`src/seu_pkg.sv`:
```
package seu_pkg;

  // Endpointer modes as reported on the result channel.
  typedef enum logic [1:0] {
    MODE_IDLE       = 2'd0,
    MODE_SPEAKING   = 2'd1,
    MODE_FINALIZING = 2'd2
  } mode_t;

  // Intents emitted with each result.
  typedef enum logic [1:0] {
    INTENT_NONE  = 2'd0,
    INTENT_BEGIN = 2'd1,
    INTENT_END   = 2'd2
  } intent_t;

  // Event codes on the input channel.
  typedef enum logic [2:0] {
    OP_START  = 3'd0,
    OP_END    = 3'd1,
    OP_TICK   = 3'd2,
    OP_FORCE  = 3'd3,
    OP_DONE   = 3'd4,
    OP_ABORT  = 3'd5
  } opcode_t;

  localparam int OP_BITS  = 3;
  localparam int CAP_BITS = 32;
  localparam int SEQ_BITS = 32;
  localparam logic [CAP_BITS-1:0] CAP_RESET = 32'd480000;

  // Control part of one result, passed from the update logic to the result register.
  typedef struct packed {
    intent_t intent;
    logic    reopened;
    mode_t   mode;
  } res_ctrl_t;

endpackage

```
`src/seu_if.sv`:
```
// Event channel into the endpointer.
interface seu_in_if #(
  parameter int STAMP_BITS = 48
);
  logic                  valid;
  logic                  ready;
  logic [2:0]            opcode;
  logic [STAMP_BITS-1:0] sample_stamp;

  modport source (output valid, opcode, sample_stamp, input ready);
  modport sink   (input valid, opcode, sample_stamp, output ready);
endinterface

// Result channel out of the endpointer.
interface seu_out_if #(
  parameter int STAMP_BITS = 48
);
  logic                  valid;
  logic                  ready;
  logic [1:0]            intent;
  logic                  reopened;
  logic [1:0]            mode;
  logic [31:0]           utterance_seq;
  logic [STAMP_BITS-1:0] utterance_start;
  logic [STAMP_BITS-1:0] utterance_end;

  modport source (output valid, intent, reopened, mode, utterance_seq, utterance_start,
                  utterance_end, input ready);
  modport sink   (input valid, intent, reopened, mode, utterance_seq, utterance_start,
                  utterance_end, output ready);
endinterface

```
`src/seu_ctrl.sv`:
```
module seu_ctrl #(
  parameter int STAMP_BITS = 48
) (
  input  logic                          clk,
  input  logic                          rst_n,
  input  logic                          ev_valid,
  input  logic [seu_pkg::OP_BITS-1:0]   ev_opcode,
  input  logic [STAMP_BITS-1:0]         ev_stamp,
  input  logic [seu_pkg::CAP_BITS-1:0]  cap,
  output seu_pkg::res_ctrl_t            ctrl,
  output logic [seu_pkg::SEQ_BITS-1:0]  seq_nxt,
  output logic [STAMP_BITS-1:0]         start_nxt,
  output logic [STAMP_BITS-1:0]         end_nxt
);
  import seu_pkg::*;

  localparam int LEN_BITS = (STAMP_BITS > CAP_BITS) ? STAMP_BITS : CAP_BITS;

  mode_t                 mode_r, mode_nxt;
  logic                  barge_r, barge_nxt;
  logic [STAMP_BITS-1:0] start_r;
  logic [STAMP_BITS-1:0] pend_r, pend_nxt;
  logic [STAMP_BITS-1:0] end_r;
  logic [SEQ_BITS-1:0]   seq_r;
  logic [STAMP_BITS-1:0] len;
  logic                  stamp_ge;
  logic                  cap_hit;

  // Utterance length against the cap; a stamp before the start counts as zero length.
  assign stamp_ge = (ev_stamp >= start_r);
  assign len      = ev_stamp - start_r;
  assign cap_hit  = stamp_ge ? (LEN_BITS'(len) >= LEN_BITS'(cap)) : (cap == '0);

  // State registers, updated once per processed event.
  always_ff @(posedge clk) begin
    if (!rst_n) begin
      mode_r  <= MODE_IDLE;
      barge_r <= 1'b0;
      start_r <= '0;
      pend_r  <= '0;
      end_r   <= '0;
      seq_r   <= '0;
    end else if (ev_valid) begin
      mode_r  <= mode_nxt;
      barge_r <= barge_nxt;
      start_r <= start_nxt;
      pend_r  <= pend_nxt;
      end_r   <= end_nxt;
      seq_r   <= seq_nxt;
    end
  end

  // Event decode: next mode, stamps and the intent of this event.
  always_comb begin
    mode_nxt      = mode_r;
    barge_nxt     = barge_r;
    start_nxt     = start_r;
    pend_nxt      = pend_r;
    end_nxt       = end_r;
    seq_nxt       = seq_r;
    ctrl.intent   = INTENT_NONE;
    ctrl.reopened = 1'b0;
    case (opcode_t'(ev_opcode))
      OP_START: begin
        if (mode_r == MODE_IDLE) begin
          mode_nxt    = MODE_SPEAKING;
          start_nxt   = ev_stamp;
          seq_nxt     = seq_r + 1'b1;
          ctrl.intent = INTENT_BEGIN;
        end else if (mode_r == MODE_FINALIZING) begin
          barge_nxt = 1'b1;
          pend_nxt  = ev_stamp;
        end
      end
      OP_END: begin
        if (mode_r == MODE_SPEAKING) begin
          mode_nxt    = MODE_FINALIZING;
          end_nxt     = ev_stamp;
          ctrl.intent = INTENT_END;
        end else if (mode_r == MODE_FINALIZING) begin
          barge_nxt = 1'b0;
        end
      end
      OP_TICK: begin
        if (mode_r == MODE_SPEAKING && cap_hit) begin
          mode_nxt    = MODE_FINALIZING;
          end_nxt     = ev_stamp;
          ctrl.intent = INTENT_END;
        end
      end
      OP_FORCE: begin
        if (mode_r == MODE_SPEAKING) begin
          mode_nxt    = MODE_FINALIZING;
          end_nxt     = ev_stamp;
          ctrl.intent = INTENT_END;
        end
      end
      OP_DONE: begin
        if (barge_r) begin
          barge_nxt     = 1'b0;
          mode_nxt      = MODE_SPEAKING;
          start_nxt     = pend_r;
          seq_nxt       = seq_r + 1'b1;
          ctrl.intent   = INTENT_BEGIN;
          ctrl.reopened = 1'b1;
        end else begin
          mode_nxt = MODE_IDLE;
        end
      end
      OP_ABORT: begin
        mode_nxt  = MODE_IDLE;
        barge_nxt = 1'b0;
      end
      default: begin
      end
    endcase
    ctrl.mode = mode_nxt;
  end

`ifndef NO_ASSERTIONS
  // A reopen always comes with a begin intent.
  a_reopen_begins: assert property (@(posedge clk) disable iff (!rst_n)
    ev_valid && ctrl.reopened |-> ctrl.intent == INTENT_BEGIN)
    else $error("reopen without begin intent");

  // Every begin intent counts exactly one utterance.
  a_begin_counts: assert property (@(posedge clk) disable iff (!rst_n)
    ev_valid && ctrl.intent == INTENT_BEGIN |=> seq_r == $past(seq_r) + 1'b1)
    else $error("begin intent did not advance the sequence count");

  // A barge-in is only ever held while finalizing.
  a_barge_finalizing: assert property (@(posedge clk) disable iff (!rst_n)
    barge_r |-> mode_r == MODE_FINALIZING)
    else $error("barge-in pending outside finalizing");

  // Without a processed event the mode does not move.
  a_mode_holds: assert property (@(posedge clk) disable iff (!rst_n)
    !ev_valid |=> $stable(mode_r))
    else $error("mode changed without an event");
`endif
endmodule

```
`src/speech_utterance_endpointer_core.sv`:
```
// Speech utterance endpointer.
// Events (opcode and sample stamp) arrive on in_ch as valid/ready transfers; each
// event produces exactly one result on out_ch: intent, reopened flag, mode after the
// event, utterance count and the current start and end stamps.
// cfg_we with cfg_wdata writes the utterance length cap; write it only while no event
// is in flight.
// The input register captures an event at its transfer and the result register takes it
// when it is free or emptying; out_ch.valid comes from the result register. Throughput:
// one event per cycle while out_ch.ready stays high, with one subtract and compare for
// the length cap in the update of the mode registers.
// in_ch.ready stays high while the input register is empty or moving forward, so
// the block takes a new event while the previous result waits on out_ch.
// When the receiver stalls, the result holds, the input register fills and then
// in_ch.ready drops until out_ch.ready returns.
// Reset (rst_n low, synchronous) empties both registers, returns to idle with no
// pending barge-in, clears stamps and count and restores the cap to 480000.
module speech_utterance_endpointer_core #(
  parameter int STAMP_BITS = 48
) (
  input  logic                          clk,
  input  logic                          rst_n,
  seu_in_if.sink                        in_ch,
  seu_out_if.source                     out_ch,
  input  logic                          cfg_we,
  input  logic [seu_pkg::CAP_BITS-1:0]  cfg_wdata
);
  import seu_pkg::*;

  logic [CAP_BITS-1:0]   cap_r;
  logic                  s1_valid_r;
  logic [OP_BITS-1:0]    s1_op_r;
  logic [STAMP_BITS-1:0] s1_stamp_r;
  logic                  s1_advance;
  logic                  res_valid_r;
  res_ctrl_t             res_ctrl_r;
  logic [SEQ_BITS-1:0]   res_seq_r;
  logic [STAMP_BITS-1:0] res_start_r;
  logic [STAMP_BITS-1:0] res_end_r;
  res_ctrl_t             ctrl;
  logic [SEQ_BITS-1:0]   seq_nxt;
  logic [STAMP_BITS-1:0] start_nxt;
  logic [STAMP_BITS-1:0] end_nxt;

  // Handshake: the input stage moves on when the result register is free or emptying.
  assign s1_advance  = s1_valid_r && (!res_valid_r || out_ch.ready);
  assign in_ch.ready = !s1_valid_r || s1_advance;

  // Length cap register.
  always_ff @(posedge clk) begin
    if (!rst_n) begin
      cap_r <= CAP_RESET;
    end else if (cfg_we) begin
      cap_r <= cfg_wdata;
    end
  end

  // Input register.
  always_ff @(posedge clk) begin
    if (!rst_n) begin
      s1_valid_r <= 1'b0;
    end else if (in_ch.ready) begin
      s1_valid_r <= in_ch.valid;
    end
  end

  always_ff @(posedge clk) begin
    if (in_ch.valid && in_ch.ready) begin
      s1_op_r    <= in_ch.opcode;
      s1_stamp_r <= in_ch.sample_stamp;
    end
  end

  // Mode tracking and event decode.
  seu_ctrl #(
    .STAMP_BITS (STAMP_BITS)
  ) u_ctrl (
    .clk       (clk),
    .rst_n     (rst_n),
    .ev_valid  (s1_advance),
    .ev_opcode (s1_op_r),
    .ev_stamp  (s1_stamp_r),
    .cap       (cap_r),
    .ctrl      (ctrl),
    .seq_nxt   (seq_nxt),
    .start_nxt (start_nxt),
    .end_nxt   (end_nxt)
  );

  // Result register.
  always_ff @(posedge clk) begin
    if (!rst_n) begin
      res_valid_r <= 1'b0;
    end else if (s1_advance) begin
      res_valid_r <= 1'b1;
    end else if (out_ch.ready) begin
      res_valid_r <= 1'b0;
    end
  end

  always_ff @(posedge clk) begin
    if (s1_advance) begin
      res_ctrl_r  <= ctrl;
      res_seq_r   <= seq_nxt;
      res_start_r <= start_nxt;
      res_end_r   <= end_nxt;
    end
  end

  assign out_ch.valid           = res_valid_r;
  assign out_ch.intent          = res_ctrl_r.intent;
  assign out_ch.reopened        = res_ctrl_r.reopened;
  assign out_ch.mode            = res_ctrl_r.mode;
  assign out_ch.utterance_seq   = res_seq_r;
  assign out_ch.utterance_start = res_start_r;
  assign out_ch.utterance_end   = res_end_r;
endmodule

```
`src/flat_wrapper.sv`:
```
// flat-port wrapper written by rule: the top's interface ports become plain ports
module speech_utterance_endpointer_core_flat import seu_pkg::*;
#(
  parameter int STAMP_BITS = 48
)
  (clk, rst_n, cfg_we, cfg_wdata, in_ch_valid, in_ch_opcode, in_ch_sample_stamp, in_ch_ready, out_ch_valid, out_ch_intent, out_ch_reopened, out_ch_mode, out_ch_utterance_seq, out_ch_utterance_start, out_ch_utterance_end, out_ch_ready);
  seu_in_if #(.STAMP_BITS(STAMP_BITS)) in_ch_i ();
  seu_out_if #(.STAMP_BITS(STAMP_BITS)) out_ch_i ();
  input  logic clk;
  input  logic rst_n;
  input  logic cfg_we;
  input  logic [seu_pkg::CAP_BITS-1:0] cfg_wdata;
  input wire logic [$bits(in_ch_i.valid)-1:0] in_ch_valid;
  input wire logic [$bits(in_ch_i.opcode)-1:0] in_ch_opcode;
  input wire logic [$bits(in_ch_i.sample_stamp)-1:0] in_ch_sample_stamp;
  output wire logic [$bits(in_ch_i.ready)-1:0] in_ch_ready;
  output wire logic [$bits(out_ch_i.valid)-1:0] out_ch_valid;
  output wire logic [$bits(out_ch_i.intent)-1:0] out_ch_intent;
  output wire logic [$bits(out_ch_i.reopened)-1:0] out_ch_reopened;
  output wire logic [$bits(out_ch_i.mode)-1:0] out_ch_mode;
  output wire logic [$bits(out_ch_i.utterance_seq)-1:0] out_ch_utterance_seq;
  output wire logic [$bits(out_ch_i.utterance_start)-1:0] out_ch_utterance_start;
  output wire logic [$bits(out_ch_i.utterance_end)-1:0] out_ch_utterance_end;
  input wire logic [$bits(out_ch_i.ready)-1:0] out_ch_ready;
  assign in_ch_i.valid = in_ch_valid;
  assign in_ch_i.opcode = in_ch_opcode;
  assign in_ch_i.sample_stamp = in_ch_sample_stamp;
  assign in_ch_ready = in_ch_i.ready;
  assign out_ch_valid = out_ch_i.valid;
  assign out_ch_intent = out_ch_i.intent;
  assign out_ch_reopened = out_ch_i.reopened;
  assign out_ch_mode = out_ch_i.mode;
  assign out_ch_utterance_seq = out_ch_i.utterance_seq;
  assign out_ch_utterance_start = out_ch_i.utterance_start;
  assign out_ch_utterance_end = out_ch_i.utterance_end;
  assign out_ch_i.ready = out_ch_ready;
  speech_utterance_endpointer_core #(.STAMP_BITS(STAMP_BITS)) u_core (.clk(clk), .rst_n(rst_n), .in_ch(in_ch_i), .out_ch(out_ch_i), .cfg_we(cfg_we), .cfg_wdata(cfg_wdata));
endmodule
```
`config.mk`:
```
export PLATFORM = sky130hd
export DESIGN_NAME = speech_utterance_endpointer_core_flat
export DESIGN_NICKNAME = d
export VERILOG_FILES = /design/src/seu_pkg.sv /design/src/seu_if.sv /design/src/seu_ctrl.sv /design/src/speech_utterance_endpointer_core.sv /design/src/flat_wrapper.sv
export SDC_FILE = /design/constraint.sdc
export NUM_CORES = 1
export LEC_CHECK = 0
export BUFFER_PORTS_ARGS = -buffer_cell sky130_fd_sc_hd__buf_2
export CORE_MARGIN = 1
export CORE_UTILIZATION = 64
export DETAILED_ROUTE_END_ITERATION = 8
export PLACE_DENSITY = 0.91
export SYNTH_ARGS = -nofsm -noshare
export SYNTH_HDL_FRONTEND = slang
export SYNTH_SLANG_ARGS = --single-unit
```
`constraint.sdc`:
```
create_clock -name clk -period 15.7 [get_ports clk]
set_clock_uncertainty 0.05 [all_clocks]
set_input_delay 1.57 -clock clk [delete_from_list [all_inputs] [get_ports clk]]
set_output_delay 1.57 -clock clk [all_outputs]
set_load 0.02 [all_outputs]
```
==> results of run 1 <==
[tightest hold or removal path, stage by stage, from the launching register on]
cell	delay, ps
dfxtp_1	310
nand2_1	50
o21ai_0	60
[per-layer routing]
layer	share of wire, %	wire length [um]	global-route usage, %	vias up
li1	-	-	-	7416
met1	40	20000	40.9	7604
met2	48	24100	53.9	840
met3	8.2	4070	4.27	149
met4	3.6	1790	12.5	0
met5	0	0	0	-
[final cells by class]
class / instances / area [um^2] / area share (%)
inverters: 146 / 556 / 2.51
clock buffers: 57 / 1190 / 5.36
well taps: 390 / 488 / 2.20
repair buffers: 236 / 1220 / 5.51
multi-input cells: 1313 / 8780 / 39.6
clock inverters: 16 / 144 / 0.649
flip-flops and latches: 397 / 9790 / 44.2
[power groups by stage]
stage	logic, uW	clock network [uW]	registers [uW]
finish	374	957	1150
global route	408	1000	1160
CTS	367	965	1150
detailed placement	362	0	1170
global placement	350	0	1170
floorplan	240	0	1190
[flip-flops by register name, indices dropped and copies added, names as in the netlist, 2 cells and up]
signal	count
u_core.out_ch.utterance_end	48
u_core.out_ch.utterance_start	48
u_core.s1_stamp_r	48
u_core.u_ctrl.end_r	48
u_core.u_ctrl.pend_r	48
u_core.u_ctrl.start_r	48
u_core.cap_r	32
u_core.out_ch.utterance_seq	32
u_core.u_ctrl.seq_r	32
u_core.s1_op_r	3
u_core.out_ch.intent	2
u_core.out_ch.mode	2
u_core.u_ctrl.mode_r	2
[cells in the final DEF, fill, tap and decap left out, drive strengths merged, types with 4 or more instances in the layout]
| cell type | synthesis | routed |
|---|---|---|
| nand2 | 300 | 300 |
| buf | 30 | 236 |
| dfxtp | 213 | 213 |
| edfxtp | 184 | 184 |
| inv | 146 | 148 |
| o21ai | 114 | 114 |
| a21oi | 82 | 82 |
| ha | 81 | 81 |
| nand3 | 72 | 72 |
| a21boi | 63 | 63 |
| xnor2 | 59 | 59 |
| clkbuf | 94 | 57 |
| o211a | 50 | 50 |
| a222oi | 48 | 48 |
| mux2 | 48 | 48 |
| nor2 | 46 | 46 |
| nand4 | 44 | 44 |
| nor2b | 33 | 33 |
| xor2 | 33 | 33 |
| mux2i | 27 | 27 |
| and2 | 27 | 27 |
| nor4 | 18 | 18 |
| or3 | 16 | 16 |
| o211ai | 15 | 15 |
| nor3 | 14 | 14 |
| a21o | 14 | 14 |
| and3 | 13 | 13 |
| nand2b | 12 | 12 |
| o21a | 12 | 12 |
| clkinv | 0 | 8 |
| a211oi | 7 | 7 |
| a31oi | 7 | 7 |
| and4 | 5 | 5 |
| o21bai | 5 | 5 |
| o41ai | 5 | 5 |
| a211o | 4 | 4 |
| clkinvlp | 0 | 4 |
| or2 | 4 | 4 |
[logic make-up (layout without fill, tap and decap cells)]
kind of cell | after synthesis | in the layout
compound gates | 449 | 449
xor+xnor | 92 | 92
fa+ha+maj | 82 | 82
buf+inv | 270 | 455
flops | 397 | 397
mux | 75 | 75
simple gates | 615 | 615
[per-stage QoR]
stage               total power, uW  std cells  utilization (%)  hold slack, ps
floorplan                      1430       1980                -             382
global placement               1520       2482             69.7             390
detailed placement             1540       2482             69.7             402
CTS                            2480       2555             74.2             411
global route                   2570       2555             74.2             424
finish                         2480       2555             74.2             410
[worst min path at each step]
| stage | to |
|---|---|
| finish | u_core.u_ctrl.end_r[44] |
| global route | u_core.u_ctrl.end_r[42] |
| CTS | u_core.u_ctrl.end_r[15] |
| detailed placement | u_core.u_ctrl.end_r[36] |
| global placement | u_core.u_ctrl.end_r[18] |
| floorplan | u_core.u_ctrl.end_r[10] |
==> summary.md, run 1 <==
| Metric | Value |
|---|---|
| Antenna violations before repair | 0 |
| H-tree depth | 2 |
| Via count | 16,000 |
| Combinational share of power | 15.0% |
| Placement Cell Area | roughly 21,000 um^2 |
| Final ANT Viol Nets | 0 |
| Most frequent cells after synthesis | 300 x nand2_1, 213 x dfxtp_1, 184 x edfxtp_1 |
| Post_cts resized | 0 |
| Netlist cell types | between 70 and 80 |
| Die X | between 150 and 200 um |
| Worst Reg-to-Reg Cells | 22 |
| Share of cells above drive strength 1 | between 10% and 20% |
| Starting DRT DRC Count | roughly 1,700 |
| Final WL | 50,000 um |
| Startpoint class of the critical path | register |
| Seq cells post-synth | 397 |
| Hold_buf cts | 0 |
| Max Buffers Root-to-Sink | 3 |
| Period minus WS final | 7360 ps |
| Simple logic cell fraction of the synthesized area | approximately 15% |
| Crit path from | u_core.s1_stamp_r[10] |
| Setup TNS | 0 ps |
| RSZ-0062 raised after global routing | false |
| DP Worst Slack | 8500 ps |
| Clock Latency Late Sink | around 540 ps |
| First-pass GRT wire length | ~79,000 um |
| Fillers | 1,948 |
| Endpoints failing hold | 0 |
| Maximum vdd drop | roughly 0.00012 V |
| Gr usage total | roughly a third |
| HPWL Detailed | roughly 34,000 um |
| Reg2reg start | u_core.s1_stamp_r[10] |
| Worst Tran Pin Value | between 1000 and 1500 ps |
| CTS clk-pin slew, worst paths | around 60 ps |
| Routed len/inst | a little under 20 um |
| Worst Min Path Start | u_core.u_ctrl.end_r[44] |
| Largest family of logic cells by synthesized area | compound AO/OA/AOI/OAI gates |
| Root Buffer | clkbuf_16 |
| Crit end category | register |
| Largest net degree at the start of global routing | 157 |
| Initial DRT Pass Iterations | 7 |
| Core Rows | 63 |
| Final WS setup | between 8000 and 9000 ps |
| Setup CP Type | reg2reg |
| CP max stage delay | between 600 and 700 ps |
| PwrDens | approximately 110 nW/um^2 |
| Mux share of post-synthesis cell area | roughly 4.1% |
| Max Transition Viols Final | 0 |
| Netlist Area Pre-Place | between 15,000 and 20,000 um^2 |
| Ys flop type | dfxtp_1 |
| Int Power | roughly 1800 uW |
| Crit path max fanout | 49 |
| Cell family with most CP delay | compound AO/OA/AOI/OAI gates |
| Die Y | approximately 180 um |
| Worst Path Required | approximately 16,000 ps |
| Post-CTS setup buffers | 0 |
| Total CTS buffers | 40 |
| Ranking of synthesized cells by area | edfxtp_1 28%, dfxtp_1 22%, nand2_1 5.7% |
| Antenna cells | 0 |
| Critical path, cell by cell | ha_1 > nand2_1 > or3_1 > a211o_1 > o21ai_1 > a21boi_0 > o21ai_0 > nand3_1 > and2_1 > xnor2_1 > ha_1 > a21oi_1 > nor2b_1 > o21ai_0 > or4b_2 > nor2_1 > nand4_1 > or4b_1 > o41ai_2 > a2bb2oi_4 > buf_4 > mux2_2 |
| Synth Area in Compound Gates | between 15 and 20% |
| Nets@finish | approximately 2,300 |
| Routed vias/inst | between 6 and 7 |
| Core ar. | 29,900 um^2 |
| Crit path capture | u_core.out_ch.utterance_end[25] |
| Part of the Yosys area used for sequential elements | ~50% |
| Finished Cell Area | roughly 22,000 um^2 |
| CTS tree | yes |
| Status | finished clean |
| Largest area contributor in the netlist | edfxtp_1 |
| Initial Util | 65.6% |
| # IOs | about 220 |
| Share of flip-flops with an asynchronous set or reset | 0% |
| PortBufs | 222 |
| Slowest CP cell | or4b_2 |
| Syn_area_per_cell | between 9 and 10 um^2 |
| Max-Cap Viols | 0 |
| Gpl congestion | 0.951 |
| Clock sinks | approximately 400 |
| Cell leakage power | between 0.009 and 0.01 uW |
| Grt total ovfl | 0 |
| FF-to-FF End | u_core.out_ch.utterance_end[25] |
| R2R setup slack | 8340 ps |
| Clock share of power | roughly two fifths |
| Yosys top cell area share | 28.2% |
| Xor/xnor cell area share of the yosys netlist | 4.11% |
| Syn nets | between 2,000 and 2,500 |
| F_max | ~0.14 GHz |
| Number of buffers and inverters on the critical path | 1 |
| Cell depth of the worst hold path | 2 |
| Net Sw Power | ~660 uW |
| Syn-to-layout area delta | 13.1% |
| Tightest Hold Check Type | reg2reg |
| Full die area | 31,300 um^2 |
| # setup viols final | 0 |
| Period utilization | between 40% and 50% |
| Synth Instances | 1,980 |
| Drt drc | 0 |
| Dominant cell by count in the synthesized netlist | nand2_1 |
| Sequential share of power | 46.4% |
| Number of stages on the worst setup path | 22 |
| Slew headroom | 25.4% |
| Switching Fraction | between 20% and 30% |
| CP arrival | 7590 ps |
| Vias in the first global route | roughly 16,000 |
| Post-Synth Adder-Cell Area | approximately 5.3% |
| EDFF count, synth | approximately 180 |
| Synth Warn # | 0 |
No activity file was read; power rests on OpenSTA's default activity.
==> inputs of run 2 (changes only) <==
--- a/config.mk
+++ b/config.mk
@@ -7,9 +7,9 @@
 export LEC_CHECK = 0
 export BUFFER_PORTS_ARGS = -buffer_cell sky130_fd_sc_hd__buf_2
 export CORE_MARGIN = 1
-export CORE_UTILIZATION = 64
+export CORE_UTILIZATION = 59
 export DETAILED_ROUTE_END_ITERATION = 8
-export PLACE_DENSITY = 0.91
+export PLACE_DENSITY = 0.85
 export SYNTH_ARGS = -nofsm -noshare
 export SYNTH_HDL_FRONTEND = slang
 export SYNTH_SLANG_ARGS = --single-unit
==> constraint.sdc (replaced) <==
create_clock -name clk -period 6.9 [get_ports clk]
set_clock_uncertainty 0.05 [all_clocks]
set_input_delay 0.69 -clock clk [delete_from_list [all_inputs] [get_ports clk]]
set_output_delay 0.69 -clock clk [all_outputs]
set_load 0.02 [all_outputs]
==> run 2 against run 1 <==
  * Non-clock buffer count unchanged
  * Cell area about the same
  * Register-to-register slack worse by 8000 ps
  * First-iteration DRC count down 8.0%
  * Maximum frequency up 13%
  * Critical path depth unchanged
  * Clock-buffer cell count up 3
  * Utilization down 6.2 points
  * Worst hold slack worse by 130 ps
  * Sequential power up 130%
  * Largest power group unchanged
  * Die area up 8.4%
==> summary.md, run 2 (synthesis gave the netlist of run 1 again) <==
| Metric | Value |
|---|---|
| Most frequent cells in the layout | 300 x nand2_1, 221 x buf_2, 213 x dfxtp_1, 184 x edfxtp_1, 145 x inv_1 (unchanged) |
| Period minus WS final | 6520 ps (was 7360 ps) |
| Max Buffers Root-to-Sink | 3 (unchanged) |
| R2R setup slack | 380 ps (was 8340 ps) |
| Gr usage total | 28.4% (was 31.7%) |
| Clock share of power | 37.5% (was 38.5%) |
| Endpoints failing hold | 0 (unchanged) |
| Syn-to-layout area delta | 13.2% (was 13.1%) |
| DP Cell Count | 2,534 (was 2,482) |
| Final ANT Viol Nets | 0 (unchanged) |
| Drt drc | 0 (unchanged) |
| Via count | 15,700 (was 16,000) |
| Largest net degree at the start of global routing | 158 (was 157) |
| Share of cells above drive strength 1 | 16.3% (about the same) |
| Slew headroom | 28.0% (was 25.4%) |
| Total CTS buffers | 40 (unchanged) |
| Crit end category | register (unchanged) |
| Tightest Hold Check Type | in2reg (was reg2reg) |
| PwrDens | 250 nW/um^2 (was 112 nW/um^2) |
| Worst Path Required | 7130 ps (was 15,930 ps) |
| Grt total ovfl | 0 (unchanged) |
| Full die area | 33,900 um^2 (was 31,300 um^2) |
| Root Buffer | clkbuf_16 (unchanged) |
| Period utilization | 94.4% (was 46.9%) |
| Vias in the first global route | 15,200 (was 15,500) |
| Antenna cells | 0 (unchanged) |
| First-pass GRT wire length | 77,100 um (was 79,000 um) |
| H-tree depth | 2 (unchanged) |
| Core Rows | 66 (was 63) |
| Setup TNS | 0 ps (unchanged) |
| Crit path max fanout | 19 (was 49) |
| Cell leakage power | 0.00930 uW (was 0.00932 uW) |
| Finished Cell Area | 22,200 um^2 (about the same) |
| Routed vias/inst | 6.01 (was 6.27) |
| Core ar. | 32,600 um^2 (was 29,900 um^2) |
| Final WS setup | 385 ps (was 8340 ps) |
| Max Transition Viols Final | 0 (unchanged) |
| Clock Latency Late Sink | 530 ps (was 540 ps) |
| Setup CP Type | reg2reg (unchanged) |
| # IOs | 223 (unchanged) |
| Fillers | 2,475 (was 1,948) |
| Status | finished clean (unchanged) |
| Initial DRT Pass Iterations | 8 (was 7) |
| Post-Layout Cell Count | 2,608 (was 2,555) |
| CTS clk-pin slew, worst paths | 60 ps (about the same) |
| Switching Fraction | 26.9% (was 26.5%) |
| Starting DRT DRC Count | 1,548 (was 1,682) |
| DP Worst Slack | 425 ps (was 8500 ps) |
| Hold_buf cts | 0 (unchanged) |
| Worst Tran Pin Value | 1080 ps (was 1120 ps) |
| F_max | 0.153 GHz (was 0.136 GHz) |
| Clock sinks | 397 (unchanged) |
| HPWL Detailed | 32,800 um (was 33,500 um) |
| Startpoint class of the critical path | register (unchanged) |
| Gpl congestion | 0.927 (was 0.951) |
| Sequential share of power | 47.3% (was 46.4%) |
| Global-route met2 utilization | 47.3% (was 53.9%) |
| Die Y | 184 um (was 177 um) |
| Max-Cap Viols | 0 (unchanged) |
| Combinational share of power | 15.2% (was 15.0%) |
| RSZ-0062 raised after global routing | false (unchanged) |
| PortBufs | 222 (unchanged) |
| Nets@finish | 2,304 (unchanged) |
| Maximum vdd drop | 0.000208 V (was 0.000117 V) |
| Util after Layout | 68.0% (was 74.2%) |
| Routed len/inst | 18.6 um (was 19.6 um) |
| Net Sw Power | 1490 uW (was 659 uW) |
| Die X | 184 um (was 177 um) |
| CP arrival | 6740 ps (was 7590 ps) |
| Initial Util | 60.1% (was 65.6%) |
| Leading cell type in the layout, fill and taps excluded | nand2_1 (unchanged) |
| Int Power | 4050 uW (was 1820 uW) |
| M3 GR Usage | 4.07% (was 4.27%) |
| Final WL | 48,600 um (was 50,000 um) |
| Antenna violations before repair | 2 (was 0) |
| CTS tree | yes (unchanged) |
| Met1 capacity usage during global routing | 37.4% (was 40.9%) |
| Placement Cell Area | 20,900 um^2 (was 20,800 um^2) |
| # setup viols final | 0 (unchanged) |
| Most Used Layer, Global Route | met2 (unchanged) |
[run 2: changes by cell type in the layout (fill, tap and decap cells not counted), sizes merged]
| cell | delta |
|---|---|
| clkbuf | +3 |
| inv | +2 |
| bufinv | -2 |
| clkinv | +1 |
| clkinvlp | -3 |
[run 2: timing repair]
item,4_1_cts,5_1_grt
endpoints found under the setup margin,0,19
gates resized for setup,0,1
buffers inserted,0,0
[run 2: worst max-delay path, cell delays in order, from the launching register on]
cell       delay, ps
edfxtp_1         450
ha_1             450
nand2_1          110
or3_1            410
a211o_1          260
o21ai_1          210
a21boi_0         160
o21ai_0          300
nand3_1          110
and2_1           180
xnor2_1          180
ha_1             270
a21oi_1          150
nor2b_1           60
o21ai_0          130
or4b_2           620
nor2_1           110
nand4_1           90
or4b_1           590
o41ai_4          450
a2bb2oi_4        210
buf_4            310
mux2_2           380
[run 2: final timing paths]
kind	start	end	depth (start not counted)
min reg2reg	u_core.u_ctrl.end_r[31]	u_core.u_ctrl.end_r[31]	2
max	u_core.s1_stamp_r[10]	u_core.out_ch.utterance_end[28]	22
min	in_ch_sample_stamp[7]	u_core.s1_stamp_r[7]	1
max reg2reg	u_core.s1_stamp_r[10]	u_core.out_ch.utterance_end[28]	22
[run 2: per-layer routing]
| metal | share of wire (%) | up-vias |
|---|---|---|
| met4 | 3.1 | 2 |
| met3 | 6.7 | 118 |
| li1 | - | 7402 |
| met1 | 43 | 7499 |
| met2 | 47 | 659 |
| met5 | 0.027 | - |
[run 2: final cells by class]
cell class	instances	area [um^2]	share of cell area, %
Clock buffer	60	1170	5.26
Clock inverter	14	93.8	0.423
Timing Repair Buffer	236	1230	5.57
Inverter	146	556	2.50
Multi-Input combinational cell	1313	8790	39.6
Sequential cell	397	9790	44.1
Tap cell	442	553	2.49
[run 2: metrics by stage]
step | hold slack (ps) | power (uW)
5_1_grt | 262 | 5760
2_1_floorplan | 382 | 3250
3_5_place_dp | 399 | 3490
6_report | 277 | 5550
4_1_cts | 268 | 5560
3_3_place_gp | 391 | 3470
[run 2: power groups by stage]
stage	sequential (uW)	combinational (uW)	clock, uW
after floorplan	2700	547	0
after global placement	2670	802	0
after detailed placement	2670	823	0
after CTS	2620	829	2110
after global routing	2630	929	2200
final	2620	843	2080
